--- src/rtl/cmr_pkg.sv ---
package cmr_pkg;

	// input command codes
	typedef enum logic [1:0] {
		CMD_START = 2'd0,
		CMD_FRAME = 2'd1,
		CMD_TICK  = 2'd2
	} cmd_t;

	// finish status codes
	typedef enum logic [1:0] {
		ST_OK      = 2'd0,
		ST_CRC_ERR = 2'd1,
		ST_TIMEOUT = 2'd2
	} status_t;

	// result kinds
	typedef enum logic {
		KIND_BYTE   = 1'b0,
		KIND_FINISH = 1'b1
	} kind_t;

	// configuration register indexes
	typedef enum logic [2:0] {
		REG_OWN_NODE   = 3'd0,
		REG_EXP_SOURCE = 3'd1,
		REG_EXP_TTYPE  = 3'd2,
		REG_EXP_DTYPE  = 3'd3,
		REG_INIT_TID   = 3'd4,
		REG_INIT_CRC   = 3'd5,
		REG_MAX_LENGTH = 3'd6,
		REG_TIMEOUT    = 3'd7
	} cfg_reg_t;

	localparam int CFG_DATA_W = 32;

	// register reset values
	localparam logic [7:0]  RST_OWN_NODE   = 8'd0;
	localparam logic [7:0]  RST_EXP_SOURCE = 8'hFF;
	localparam logic [1:0]  RST_EXP_TTYPE  = 2'd0;
	localparam logic [9:0]  RST_EXP_DTYPE  = 10'd0;
	localparam logic [2:0]  RST_INIT_TID   = 3'd0;
	localparam logic [15:0] RST_INIT_CRC   = 16'hFFFF;
	localparam logic [8:0]  RST_MAX_LENGTH = 9'd256;
	localparam logic [31:0] RST_TIMEOUT    = 32'd1000;

	// source id that accepts any sender and locks on the first frame
	localparam logic [7:0]  SOURCE_ANY = 8'hFF;
	localparam logic [15:0] CRC_POLY   = 16'h1021;
	// first payload lane carrying message bytes
	localparam logic [2:0]  LANE_AFTER_CRC  = 3'd3;
	localparam logic [2:0]  LANE_AFTER_NODE = 3'd1;
	localparam logic [3:0]  MAX_FRAME_LEN   = 4'd8;

	typedef struct packed {
		logic [7:0]  own_node;
		logic [7:0]  exp_source;
		logic [1:0]  exp_ttype;
		logic [9:0]  exp_dtype;
		logic [2:0]  init_tid;
		logic [15:0] init_crc;
		logic [8:0]  max_length;
		logic [31:0] tick_limit;
	} cfg_t;

	// work handed from the front to the back
	typedef struct packed {
		logic        init;      // reload running crc with seed
		logic [15:0] seed;
		logic [2:0]  nbytes;    // message bytes to emit
		logic [2:0]  lane;      // first payload lane to emit
		logic [63:0] data;
		logic [7:0]  base_idx;
		logic        fin;       // finish result follows the bytes
		logic        timeout;
		logic        single;    // transfer had one frame
		logic [15:0] rx_crc;
		logic [8:0]  msg_len;
		logic [7:0]  source;
		logic [2:0]  tid;
	} job_t;

	// one byte of crc-16-ccitt, msb first
	function automatic logic [15:0] crc_byte(input logic [15:0] crc, input logic [7:0] b);
		logic [15:0] c;
		c = crc ^ {b, 8'h00};
		for (int k = 0; k < 8; k++) begin
			if (c[15]) begin
				c = {c[14:0], 1'b0} ^ CRC_POLY;
			end else begin
				c = {c[14:0], 1'b0};
			end
		end
		return c;
	endfunction

endpackage

--- src/rtl/can_multiframe_reassembler_unit.sv ---
// channel  | handshake           | payload
// ---------+---------------------+------------------------------------------------
// input    | push / full         | cmd, can_id, dlc, frame_data
// result   | empty / pop         | kind, byte_index, byte_value, status,
//          |                     | msg_size, source_node, transfer_id_out, last
// config   | cfg_write           | cfg_index, cfg_data
//
// the front takes one item per cycle while its two-entry job queue has room.
// the back emits a job's bytes one at a time, then a finish result if the job has one;
// a start job only reloads the crc seed, and a dropped frame makes no job at all.
// reset clears all control state.
// a stalled result holds the back while the job queue still absorbs input.
module can_multiframe_reassembler_unit #(
	parameter int MAX_MESSAGE_BYTES     = 256,
	parameter int SERVICE_TIMEOUT_TICKS = 1000
) (
	input  logic        clk,
	input  logic        arst_n,
	input  logic        push,
	output logic        full,
	input  logic [1:0]  cmd,
	input  logic [28:0] can_id,
	input  logic [3:0]  dlc,
	input  logic [63:0] frame_data,
	output logic        empty,
	input  logic        pop,
	output logic        kind,
	output logic [7:0]  byte_index,
	output logic [7:0]  byte_value,
	output logic [1:0]  status,
	output logic [8:0]  msg_size,
	output logic [7:0]  source_node,
	output logic [2:0]  transfer_id_out,
	output logic        last,
	input  logic        cfg_write,
	input  logic [2:0]  cfg_index,
	input  logic [cmr_pkg::CFG_DATA_W-1:0] cfg_data
);
	import cmr_pkg::*;

	localparam int JOB_DEPTH = 2;

	cfg_t cfg_q;
	logic job_push;
	job_t job_in;
	logic job_full;
	logic job_pop;
	job_t job_head;
	logic job_valid;

	// configuration registers
	always_ff @(posedge clk or negedge arst_n) begin
		if (!arst_n) begin
			cfg_q.own_node   <= RST_OWN_NODE;
			cfg_q.exp_source <= RST_EXP_SOURCE;
			cfg_q.exp_ttype  <= RST_EXP_TTYPE;
			cfg_q.exp_dtype  <= RST_EXP_DTYPE;
			cfg_q.init_tid   <= RST_INIT_TID;
			cfg_q.init_crc   <= RST_INIT_CRC;
			cfg_q.max_length <= RST_MAX_LENGTH;
			cfg_q.tick_limit <= RST_TIMEOUT;
		end else if (cfg_write) begin
			case (cfg_index)
				REG_OWN_NODE:   cfg_q.own_node   <= cfg_data[7:0];
				REG_EXP_SOURCE: cfg_q.exp_source <= cfg_data[7:0];
				REG_EXP_TTYPE:  cfg_q.exp_ttype  <= cfg_data[1:0];
				REG_EXP_DTYPE:  cfg_q.exp_dtype  <= cfg_data[9:0];
				REG_INIT_TID:   cfg_q.init_tid   <= cfg_data[2:0];
				REG_INIT_CRC:   cfg_q.init_crc   <= cfg_data[15:0];
				REG_MAX_LENGTH: cfg_q.max_length <= cfg_data[8:0];
				REG_TIMEOUT:    cfg_q.tick_limit <= cfg_data[31:0];
				default: begin
				end
			endcase
		end
	end

	// front: accept and classify
	cmr_front #(
		.MAX_MESSAGE_BYTES     (MAX_MESSAGE_BYTES),
		.SERVICE_TIMEOUT_TICKS (SERVICE_TIMEOUT_TICKS)
	) u_front (
		.clk        (clk),
		.arst_n     (arst_n),
		.push       (push),
		.cmd        (cmd),
		.can_id     (can_id),
		.dlc        (dlc),
		.frame_data (frame_data),
		.cfg        (cfg_q),
		.fifo_full  (job_full),
		.job_push   (job_push),
		.job        (job_in)
	);

	// job queue between front and back
	cmr_job_fifo #(
		.DEPTH (JOB_DEPTH)
	) u_job_fifo (
		.clk       (clk),
		.arst_n    (arst_n),
		.wr_en     (job_push),
		.wr_data   (job_in),
		.full      (job_full),
		.rd_en     (job_pop),
		.rd_data   (job_head),
		.not_empty (job_valid)
	);

	// back: emit bytes, crc check, finish
	cmr_back u_back (
		.clk             (clk),
		.arst_n          (arst_n),
		.job_valid       (job_valid),
		.job             (job_head),
		.job_pop         (job_pop),
		.pop             (pop),
		.empty           (empty),
		.kind            (kind),
		.byte_index      (byte_index),
		.byte_value      (byte_value),
		.status          (status),
		.msg_size        (msg_size),
		.source_node     (source_node),
		.transfer_id_out (transfer_id_out),
		.last            (last)
	);

	assign full = job_full;

endmodule

--- src/rtl/cmr_job_fifo.sv ---
module cmr_job_fifo #(
	parameter int DEPTH = 2
) (
	input  logic          clk,
	input  logic          arst_n,
	input  logic          wr_en,
	input  cmr_pkg::job_t wr_data,
	output logic          full,
	input  logic          rd_en,
	output cmr_pkg::job_t rd_data,
	output logic          not_empty
);
	import cmr_pkg::*;

	// depth must be a power of two so the pointers wrap on their own; the fifo does not enforce it
	localparam int AW = (DEPTH > 1) ? $clog2(DEPTH) : 1;

	job_t          mem_q [DEPTH];
	logic [AW-1:0] wr_ptr_q;
	logic [AW-1:0] rd_ptr_q;
	logic [AW:0]   count_q;
	logic          do_wr;
	logic          do_rd;

	assign full      = (count_q == (AW+1)'(DEPTH));
	assign not_empty = (count_q != '0);
	assign do_wr     = wr_en && !full;
	assign do_rd     = rd_en && not_empty;
	assign rd_data   = mem_q[rd_ptr_q];

	// pointers and fill count
	always_ff @(posedge clk or negedge arst_n) begin
		if (!arst_n) begin
			wr_ptr_q <= '0;
			rd_ptr_q <= '0;
			count_q  <= '0;
		end else begin
			if (do_wr) begin
				wr_ptr_q <= wr_ptr_q + AW'(1);
			end
			if (do_rd) begin
				rd_ptr_q <= rd_ptr_q + AW'(1);
			end
			if (do_wr && !do_rd) begin
				count_q <= count_q + (AW+1)'(1);
			end else if (do_rd && !do_wr) begin
				count_q <= count_q - (AW+1)'(1);
			end
		end
	end

	// entry storage
	always_ff @(posedge clk) begin
		if (do_wr) begin
			mem_q[wr_ptr_q] <= wr_data;
		end
	end

endmodule

--- src/rtl/cmr_front.sv ---
module cmr_front #(
	parameter int MAX_MESSAGE_BYTES     = 256,
	parameter int SERVICE_TIMEOUT_TICKS = 1000
) (
	input  logic          clk,
	input  logic          arst_n,
	input  logic          push,
	input  logic [1:0]    cmd,
	input  logic [28:0]   can_id,
	input  logic [3:0]    dlc,
	input  logic [63:0]   frame_data,
	input  cmr_pkg::cfg_t cfg,
	input  logic          fifo_full,
	output logic          job_push,
	output cmr_pkg::job_t job
);
	import cmr_pkg::*;

	logic        armed_q;
	logic [7:0]  frame_count_q;
	logic [8:0]  byte_count_q;
	logic [15:0] received_crc_q;
	logic [2:0]  cur_tid_q;
	logic [7:0]  locked_src_q;
	logic [31:0] ticks_q;

	logic        armed_n;
	logic [7:0]  frame_count_n;
	logic [8:0]  byte_count_n;
	logic [15:0] received_crc_n;
	logic [2:0]  cur_tid_n;
	logic [7:0]  locked_src_n;
	logic [31:0] ticks_n;

	logic        accept;
	logic [2:0]  id_tid;
	logic        id_last;
	logic [5:0]  id_fidx;
	logic [6:0]  id_src;
	logic [1:0]  id_ttype;
	logic [9:0]  id_dtype;
	logic [3:0]  len_eff;
	logic [8:0]  limit;
	logic        match;

	assign accept   = push && !fifo_full;
	assign id_tid   = can_id[2:0];
	assign id_last  = can_id[3];
	assign id_fidx  = can_id[9:4];
	assign id_src   = can_id[16:10];
	assign id_ttype = can_id[18:17];
	assign id_dtype = can_id[28:19];
	assign len_eff  = (dlc > MAX_FRAME_LEN) ? MAX_FRAME_LEN : dlc;

	// byte limit is the smaller of the register and the buffer size
	always_comb begin
		if (int'(cfg.max_length) > MAX_MESSAGE_BYTES) begin
			limit = 9'(MAX_MESSAGE_BYTES);
		end else begin
			limit = cfg.max_length;
		end
	end

	// frame filter on source, type, data type and target node
	assign match = (locked_src_q == SOURCE_ANY || {1'b0, id_src} == locked_src_q) &&
		(id_ttype == cfg.exp_ttype) && (id_dtype == cfg.exp_dtype) &&
		(frame_data[7:0] == cfg.own_node);

	// classify the item, update control state, build the job
	always_comb begin
		logic [7:0]  fc_eff;
		logic [2:0]  tid_eff;
		logic [7:0]  src_eff;
		logic [15:0] rx_eff;
		logic [31:0] ticks_eff;
		logic [2:0]  lane0;
		logic [3:0]  rem;
		logic [8:0]  avail;
		logic [2:0]  nb;
		logic [7:0]  fc_new;
		logic [8:0]  bc_new;
		logic [31:0] tick_dec;

		armed_n        = armed_q;
		frame_count_n  = frame_count_q;
		byte_count_n   = byte_count_q;
		received_crc_n = received_crc_q;
		cur_tid_n      = cur_tid_q;
		locked_src_n   = locked_src_q;
		ticks_n        = ticks_q;
		job_push       = 1'b0;
		job            = '0;

		fc_eff    = (id_fidx == 6'd0) ? 8'd0 : frame_count_q;
		tid_eff   = (id_fidx == 6'd0) ? id_tid : cur_tid_q;
		src_eff   = (id_fidx == 6'd0 && locked_src_q == SOURCE_ANY) ? {1'b0, id_src}
			: locked_src_q;
		if (fc_eff == 8'd0 && !id_last) begin
			rx_eff    = frame_data[23:8];
			ticks_eff = 32'(SERVICE_TIMEOUT_TICKS);
			lane0     = LANE_AFTER_CRC;
		end else begin
			rx_eff    = received_crc_q;
			ticks_eff = ticks_q;
			lane0     = LANE_AFTER_NODE;
		end
		rem    = (len_eff > {1'b0, lane0}) ? (len_eff - {1'b0, lane0}) : 4'd0;
		avail  = (byte_count_q >= limit) ? 9'd0 : (limit - byte_count_q);
		nb     = ({5'd0, rem} > avail) ? avail[2:0] : rem[2:0];
		fc_new = fc_eff + 8'd1;
		bc_new = byte_count_q + {6'd0, nb};
		tick_dec = (ticks_q != 32'd0) ? (ticks_q - 32'd1) : 32'd0;

		if (accept) begin
			case (cmd)
				CMD_START: begin
					armed_n        = 1'b1;
					frame_count_n  = 8'd0;
					byte_count_n   = 9'd0;
					received_crc_n = 16'd0;
					cur_tid_n      = cfg.init_tid;
					locked_src_n   = cfg.exp_source;
					ticks_n        = cfg.tick_limit;
					job.init       = 1'b1;
					job.seed       = cfg.init_crc;
					job_push       = 1'b1;
				end
				CMD_TICK: begin
					if (armed_q) begin
						ticks_n = tick_dec;
						if (tick_dec == 32'd0) begin
							armed_n     = 1'b0;
							job.fin     = 1'b1;
							job.timeout = 1'b1;
							job.msg_len = byte_count_q;
							job.source  = locked_src_q;
							job.tid     = cur_tid_q;
							job_push    = 1'b1;
						end
					end
				end
				CMD_FRAME: begin
					if (armed_q && len_eff != 4'd0 && match) begin
						frame_count_n = fc_eff;
						cur_tid_n     = tid_eff;
						locked_src_n  = src_eff;
						if (tid_eff == id_tid) begin
							received_crc_n = rx_eff;
							ticks_n        = ticks_eff;
							frame_count_n  = fc_new;
							byte_count_n   = bc_new;
							job.nbytes     = nb;
							job.lane       = lane0;
							job.data       = frame_data;
							job.base_idx   = byte_count_q[7:0];
							job.fin        = id_last;
							job.single     = (fc_new == 8'd1);
							job.rx_crc     = rx_eff;
							job.msg_len    = bc_new;
							job.source     = src_eff;
							job.tid        = tid_eff;
							job_push       = (nb != 3'd0) || id_last;
							if (id_last) begin
								armed_n = 1'b0;
							end
						end
					end
				end
				default: begin
				end
			endcase
		end
	end

	// reception state
	always_ff @(posedge clk or negedge arst_n) begin
		if (!arst_n) begin
			armed_q        <= 1'b0;
			frame_count_q  <= '0;
			byte_count_q   <= '0;
			received_crc_q <= '0;
			cur_tid_q      <= '0;
			locked_src_q   <= '0;
			ticks_q        <= '0;
		end else begin
			armed_q        <= armed_n;
			frame_count_q  <= frame_count_n;
			byte_count_q   <= byte_count_n;
			received_crc_q <= received_crc_n;
			cur_tid_q      <= cur_tid_n;
			locked_src_q   <= locked_src_n;
			ticks_q        <= ticks_n;
		end
	end

endmodule

--- src/rtl/cmr_back.sv ---
module cmr_back (
	input  logic          clk,
	input  logic          arst_n,
	input  logic          job_valid,
	input  cmr_pkg::job_t job,
	output logic          job_pop,
	input  logic          pop,
	output logic          empty,
	output logic          kind,
	output logic [7:0]    byte_index,
	output logic [7:0]    byte_value,
	output logic [1:0]    status,
	output logic [8:0]    msg_size,
	output logic [7:0]    source_node,
	output logic [2:0]    transfer_id_out,
	output logic          last
);
	import cmr_pkg::*;

	logic        cur_valid_q;
	job_t        cur_q;
	logic [2:0]  lane_q;
	logic [2:0]  rem_q;
	logic [7:0]  idx_q;
	logic [15:0] crc_q;

	logic        out_valid_q;
	logic        kind_q;
	logic [7:0]  byte_index_q;
	logic [7:0]  byte_value_q;
	logic [1:0]  status_q;
	logic [8:0]  msg_size_q;
	logic [7:0]  source_node_q;
	logic [2:0]  transfer_id_q;
	logic        last_q;

	logic        out_free;
	logic        emit_byte;
	logic        emit_fin;
	logic        release_job;
	logic [7:0]  cur_byte;
	logic [1:0]  fin_status;

	assign out_free = !out_valid_q || pop;
	assign cur_byte = cur_q.data[{lane_q, 3'b000} +: 8];

	// finish status from timeout flag, single frame or crc check
	always_comb begin
		if (cur_q.timeout) begin
			fin_status = ST_TIMEOUT;
		end else if (cur_q.single || cur_q.rx_crc == crc_q) begin
			fin_status = ST_OK;
		end else begin
			fin_status = ST_CRC_ERR;
		end
	end

	// step through the current job: seed, bytes, then finish
	always_comb begin
		emit_byte   = 1'b0;
		emit_fin    = 1'b0;
		release_job = 1'b0;
		if (cur_valid_q) begin
			if (cur_q.init) begin
				release_job = 1'b1;
			end else if (rem_q != 3'd0) begin
				if (out_free) begin
					emit_byte   = 1'b1;
					release_job = (rem_q == 3'd1) && !cur_q.fin;
				end
			end else if (out_free) begin
				emit_fin    = 1'b1;
				release_job = 1'b1;
			end
		end
	end

	assign job_pop = job_valid && (!cur_valid_q || release_job);

	// control flops
	always_ff @(posedge clk or negedge arst_n) begin
		if (!arst_n) begin
			cur_valid_q <= 1'b0;
			out_valid_q <= 1'b0;
		end else begin
			if (job_pop) begin
				cur_valid_q <= 1'b1;
			end else if (release_job) begin
				cur_valid_q <= 1'b0;
			end
			if (emit_byte || emit_fin) begin
				out_valid_q <= 1'b1;
			end else if (pop) begin
				out_valid_q <= 1'b0;
			end
		end
	end

	// job progress and running crc
	always_ff @(posedge clk) begin
		if (job_pop) begin
			cur_q  <= job;
			lane_q <= job.lane;
			rem_q  <= job.nbytes;
			idx_q  <= job.base_idx;
		end else if (emit_byte) begin
			lane_q <= lane_q + 3'd1;
			rem_q  <= rem_q - 3'd1;
			idx_q  <= idx_q + 8'd1;
		end
		if (cur_valid_q && cur_q.init) begin
			crc_q <= cur_q.seed;
		end else if (emit_byte) begin
			crc_q <= crc_byte(crc_q, cur_byte);
		end
	end

	// result register
	always_ff @(posedge clk) begin
		if (emit_byte) begin
			kind_q        <= KIND_BYTE;
			byte_index_q  <= idx_q;
			byte_value_q  <= cur_byte;
			status_q      <= ST_OK;
			msg_size_q    <= 9'd0;
			source_node_q <= cur_q.source;
			transfer_id_q <= cur_q.tid;
			last_q        <= (rem_q == 3'd1) && !cur_q.fin;
		end else if (emit_fin) begin
			kind_q        <= KIND_FINISH;
			byte_index_q  <= 8'd0;
			byte_value_q  <= 8'd0;
			status_q      <= fin_status;
			msg_size_q    <= cur_q.msg_len;
			source_node_q <= cur_q.source;
			transfer_id_q <= cur_q.tid;
			last_q        <= 1'b1;
		end
	end

	assign empty           = !out_valid_q;
	assign kind            = kind_q;
	assign byte_index      = byte_index_q;
	assign byte_value      = byte_value_q;
	assign status          = status_q;
	assign msg_size        = msg_size_q;
	assign source_node     = source_node_q;
	assign transfer_id_out = transfer_id_q;
	assign last            = last_q;

endmodule

--- config.mk ---
export PLATFORM = sky130hd
export DESIGN_NAME = can_multiframe_reassembler_unit
export DESIGN_NICKNAME = d
export VERILOG_FILES = /design/src/rtl/cmr_pkg.sv /design/src/rtl/can_multiframe_reassembler_unit.sv /design/src/rtl/cmr_job_fifo.sv /design/src/rtl/cmr_front.sv /design/src/rtl/cmr_back.sv
export SDC_FILE = /design/constraint.sdc
export NUM_CORES = 1
export LEC_CHECK = 0
export BUFFER_PORTS_ARGS = -buffer_cell sky130_fd_sc_hd__buf_4
export CORE_ASPECT_RATIO = 1.5
export CORE_UTILIZATION = 30
export DETAILED_ROUTE_END_ITERATION = 8
export GPL_TIMING_DRIVEN = 0
export PLACE_DENSITY = 0.43
export SYNTH_ARGS = -nofsm -noshare
export SYNTH_HDL_FRONTEND = slang
export SYNTH_SLANG_ARGS = --single-unit
--- constraint.sdc ---
create_clock -name clk -period 14.9 [get_ports clk]
set_input_delay 0.745 -clock clk [delete_from_list [all_inputs] [get_ports clk]]
set_output_delay 0.745 -clock clk [all_outputs]
set_load 0.05 [all_outputs]
==> Word-level counts from Yosys, hierarchy flattened <==
Memory sizes are Yosys's and may differ from the RTL's.
Cells that the tools add are included.
{ "word_totals": {"ff_bits": 361, "latch_bits": 0, "ramBits": 268, "romBits": 0, "in_bits": 139, "word_cells": 268, "mem_count": 1} }
{ "mem_list": {"columns": ["name", "depth", "width", "rd", "rd_ports_with_merged_regs", "wr", "line", "rtl"], "rows": [
  ["u_job_fifo.mem_q", 2, 134, 1, 0, 1, "cmr_job_fifo.sv:18", "job_t mem_q [DEPTH];"]
]} }
{ "classes": {"add_sub_neg": 12, "mul": 0, "n_div": 0, "order_cmp": 5, "n_eq_ne": 24, "shifts": 1, "muxes": 116, "bitwise_logic": 9, "reduce_logical": 58} }
{ "ops": {"columns": ["operator", "count"], "rows": [
  ["$mux 16", 19],
  ["$mux 32", 5],
  ["$mux 79", 2],
  ["$mux 134", 1],
  ["$mux 13", 8],
  ["$mux 8", 12],
  ["$pmux 32 s3", 1],
  ["$mux 78", 1],
  ["$mux 37", 2],
  ["$shiftx 64x7->8", 1],
  ["$mux 20", 2],
  ["$pmux 20 s2", 1],
  ["$mux 9", 4],
  ["$mux 17", 2],
  ["$logic_not 32->1", 1],
  ["$pmux 16 s2", 1],
  ["$pmux 8 s2", 2],
  ["$reduce_bool 32->1", 1],
  ["$sub 32x1->32 const B", 1],
  ["$mux 1", 31],
  ["$mux 3", 9],
  ["$not 3->3", 8],
  ["$pmux 9 s2", 1],
  ["$add 8x1->8 const B", 2],
  ["other kinds (49)", 107]
]} }

==> Depth between registers and ports, before layout <==
{ "logic_depth": {"word_depth": 36, "depth_mapped": 32} }

==> Hierarchy <==
A second synthesis with hierarchy kept.
{ "unflattened": {"cells_unflattened": 2078, "hier_area_um2": 28599.9} }
{ "modules_own_cells": {"columns": ["mod", "n_inst", "cells_per_inst", "area_each_um2", "seq_area_each_um2"], "rows": [
  ["cmr_job_fifo", 1, 436, 10060.9, 8147.8],
  ["cmr_back", 1, 472, 7658.6, 5635.4],
  ["cmr_front", 1, 976, 7470.9, 1926.8],
  ["can_multiframe_reassembler_unit", 1, 194, 3409.5, 2240.9]
]} }

==> Worst setup path after synthesis <==
Ideal clock, no wire load.
{ "synth_path": {"path_kind": "input-to-reg", "start": "input port can_id[7]", "end": "memory u_job_fifo.mem_q[0][0] (netlist name) (enable)", "t_arrival_ps": 10706, "required_time_ps": 14257, "path_slack_ps": 3551, "cell_stages": 22, "path_buffers": 2, "cell_sequence": "nor2_1 nand3_1 clkbuf_1 nand2_1 ha_1 nor3b_1 buf_1 inv_1 fa_1 nor2b_1 or3_1 and2_1 ha_1 nor2b_1 o21a_1 o21a_1 o21ai_0 nand2_1 o21ai_0 o41ai_1 a31oi_4 nor2b_1"} }
{ "synth_between": {"elab_chain_len": 18} }
{ "synth_rtl": {"columns": ["element", "line", "rtl"], "rows": [
  ["start, declared", "can_multiframe_reassembler_unit.sv:22", "input logic [28:0] can_id,"],
  ["$logic_not 6->1 *", "cmr_front.sv:94, cmr_front.sv:95", null],
  ["$mux 8", "cmr_front.sv:94", "fc_eff = (id_fidx == 6'd0) ? 8'd0 : frame_count_q;"],
  ["$logic_not 8->1", "cmr_front.sv:98", "if (fc_eff == 8'd0 && !id_last) begin"],
  ["$logic_and 1x1->1", "cmr_front.sv:98", null],
  ["$mux 2", "cmr_front.sv:98", null],
  ["$sub 4x2->4 or $gt 4x2->1 (tied branches)", "cmr_front.sv:107", "rem = (len_eff > {1'b0, lane0}) ? (len_eff - {1'b0, lane0}) : 4'd0;"],
  ["$mux 4", "cmr_front.sv:107", null],
  ["$gt 4x9->1", "cmr_front.sv:109", "nb = ({5'd0, rem} > avail) ? avail[2:0] : rem[2:0];"],
  ["[3 not listed]", null, null],
  ["$mux 1 *", "cmr_front.sv:147", "if (tid_eff == id_tid) begin"],
  ["$mux 1 *", "cmr_front.sv:143", "if (armed_q && len_eff != 4'd0 && match) begin"],
  ["$pmux 1 s3 *", "cmr_front.sv:115", "case (cmd)"],
  ["$mux 1 *", "cmr_front.sv:114", "if (accept) begin"],
  ["$logic_and 1x1->1 *", "cmr_job_fifo.sv:27", "assign do_wr = wr_en && !full;"],
  ["named net u_job_fifo.do_wr", "cmr_job_fifo.sv:22", "logic do_wr;"],
  ["$mux 1 *", "cmr_job_fifo.sv:54", "if (do_wr) begin"],
  ["$mux 1 (implied by the code) *", "cmr_job_fifo.sv:55", "mem_q[wr_ptr_q] <= wr_data;"],
  ["end, declared", "cmr_job_fifo.sv:18", null]
]} }
Mark *: on every way through the listed nets, which the timed path passes. The rest lies on a longest branch.

==> flow_summary.json <==
{
  "drt-pass1-iter-count": 6,
  "grt_use_total_pct": 16.3,
  "cpPeakStageDelay_ns": 0.71,
  "met2_usage_pct": 29.9,
  "dpl.cell_count": 3373,
  "pre_cts_slack_ns": 6.67,
  "slew_headroom_pct": 17.9,
  "fin_hold_ws_ns": 0.0792,
  "final_cells": 3494,
  "synth_most_common_cell": "edfxtp_1",
  "finish.utilization_pct": 36.0,
  "antenna_found_initial": 1,
  "synthFlopType": "edfxtp_1",
  "slowest_stage": "buf_1",
  "slew_violations": 0,
  "postSynthAreaPerCell_um2": 13.7,
  "period_minus_slack_ns": 7.56,
  "grt_pass1_wl_um": 114000,
  "synth_common_cells": "444 x edfxtp_1, 208 x mux2_2, 140 x dfrtp_1, 131 x nor2_1, 123 x nand2_1",
  "gp_congestion": 0.855,
  "rsz0062_at_grt": "false",
  "vias": 17100,
  "worst_slack_ns": 7.34,
  "critPathArrivalTime_ns": 7.88,
  "ant_nets": 0,
  "async_flop_share_pct": 27.3,
  "yosys.area_share.xor_xnor_pct": 3.17,
  "synthMuxAreaShare_pct": 11.4,
  "dieArea_um2": 93300,
  "drc": 0,
  "synth.cell_area_um2": 27600,
  "use_met1_pct": 18.9,
  "cts_resized": 0,
  "power_leakage_nw": 12.5,
  "cpMostUsedCell": "nor2_1",
  "drive_gt1_share_pct": 25.0,
  "tightest_slew_ns": 1.23,
  "coreArea_um2": 91400,
  "ys_seq_area_share_pct": 64.8,
  "syn2layout_area_growth_pct": 19.1,
  "synth.area.top_cells": "edfxtp_1 48%, dfrtp_1 13%, mux2_2 8.5%",
  "postCtsSetupRepairBufs": 0,
  "yosys.area.top_type": "edfxtp_1",
  "synth_edf_count": 444,
  "h-tree-depth": 3,
  "wl_per_cell_um": 21.8,
  "overflow": 0,
  "cts_root_buffer": "clkbuf_16",
  "ys.warnings.count": 0,
  "cts_buffers": 67,
  "drv_cap": 0,
  "hpwl_um": 55500,
  "critPathLaunch": "can_id[9]",
  "drtIter0Drc": 908,
  "synth_top_family_by_area": "multiplexers",
  "critPathRequiredTime_ns": 15.22,
  "finalInstanceArea_um2": 32900,
  "boundaryPins": 181,
  "synth_adder_area_share_pct": 1.67,
  "clock.fmax_ghz": 0.132,
  "met3_usage_pct": 2.86,
  "crit_fanout": 10,
  "p_per_area_nw_per_um2": 198,
  "core.rowCount": 136,
  "grt.busiest_layer": "met2",
  "synthSimpleGateAreaFrac_pct": 9.80,
  "clk_latency_ns": 0.63,
  "synthesis.nets": 2184,
  "worstSetupStartpointType": "primary input",
  "first_global_vias": 18200,
  "hold_viol": 0,
  "post-route-period-util_pct": 50.8,
  "critPathKind": "primary input to flop",
  "die_y_um": 374,
  "synth-seq-cells": 627,
  "nets": 2443,
  "synth_compound_area_share_pct": 7.05,
  "start_util_pct": 30.2,
  "syn-instance-count": 2010,
  "path_clk_slew_ns": 0.06,
  "wirelength_um": 76000,
  "grt_max_degree": 110,
  "outcome": "finished, final reports clean",
  "viasPerCell": 4.88,
  "setup_viol": 0,
  "cp_top_family": "simple AND/OR/NAND/NOR gates",
  "fp.dieW_um": 250,
  "crit_path_end_kind": "flop",
  "cts_tree": "yes",
  "clock_path_buffers": 3,
  "io_buffers": 178,
  "dpl-instance-area_um2": 30700,
  "timing.rr.start": "u_front.frame_count_q[5]$_DFFE_PN0P_",
  "postCtsHoldBufs": 0,
  "yosysUniqueCellTypes": 78,
  "critPathBufInv": 5,
  "synth_top_area_share_pct": 48.3,
  "ir_drop_mv": 0.0973,
  "cts.sinks": 627,
  "fin_skew_ns": 0.0359,
  "min_path_type": "primary input to async pin"
}
-- layout make-up --
type,instances,area [um2]
diodes,1,2.50
flip-flops and latches,627,17900
inverters,47,176
plain buffers,95,413
multi-input cells,1241,9170
clock inverters,31,359
fillers,8860,58500
clock buffers,89,1830
well taps,1173,1470
repair buffers,190,1610
-- metal layers --
layer  wire length, um  up-vias
li1                  -     7966
met1             30600     8573
met2             40500      408
met3              3140      112
met4              1780        2
met5                15        -
-- power by group --
part	total [mW]	internal (mW)	switching, mW
clock	1.69	0.964	0.722
combinational	2.11	0.794	1.31
sequential	2.71	2.47	0.242
-- sequential cells by signal, indices dropped and copies added, names as in the netlist, 8 cells and up --
signal                  flops
u_back.crc_q               16
u_front.ticks_q            32
u_front.locked_src_q        8
u_back.idx_q                8
u_job_fifo.mem_q          266
u_front.received_crc_q     16
cfg_q                      88
u_front.frame_count_q       8
u_front.byte_count_q        9
u_back.cur_q              120
u_back.msg_size             9
u_back.byte_value           8
u_back.source_node          8
u_back.byte_index           8
-- logic make-up after synthesis --
group	after synthesis
mux	270
buf+inv	142
compound gates	305
simple gates	531
xor+xnor	100
fa+ha+maj	35
flops	627
-- through the flow --
stage / TNS [ns] / power [mW]
5_1_grt: 0 / 6.87
3_5_place_dp: 0 / 4.89
3_3_place_gp: -360.12 / 4.92
2_1_floorplan: 0 / 4.15
4_1_cts: 0 / 6.62
6_report: 0 / 6.50
-- cell usage in the layout, fill, tap and decap left out, types with 7 or more instances in the layout --
master,instances
nand3_1,32
dfrtp_1,140
a22o_1,27
and2_1,70
mux2_2,208
nor2b_1,19
xor2_1,62
clkbuf_16,69
buf_4,177
clkinv_1,10
inv_1,45
a21oi_1,81
dfstp_2,31
xnor2_1,38
o31ai_1,7
buf_12,7
edfxtp_1,444
buf_1,13
nor2_1,131
o21ai_0,102
mux4_2,16
mux2i_1,46
nand4_1,14
clkinv_2,7
nand2_1,123
nor3_1,26
and3_1,36
nand2b_1,13
nor4_1,26
ha_1,32
a22oi_1,13
clkbuf_1,88
dfxtp_1,12
-- path summary, 6_finish.rpt --
check                                                 endpoint  slack (ns)  cells past startpoint
max                          u_job_fifo.mem_q[1][19]$_DFFE_PP_        7.34                     32
min                        u_front.locked_src_q[2]$_DFFE_PN0P_        0.08                      1
max reg2reg                  u_job_fifo.mem_q[1][19]$_DFFE_PP_        7.91                     28
min reg2reg                    u_back.source_node[6]$_DFFE_PP_        0.42                      0
max in group asynchronous                cfg_q[20]$_DFFE_PN0P_       13.80                      2
min in group clk                         cfg_q[31]$_DFFE_PN0P_        0.35                      2
Power figures use the tool's default switching activity.
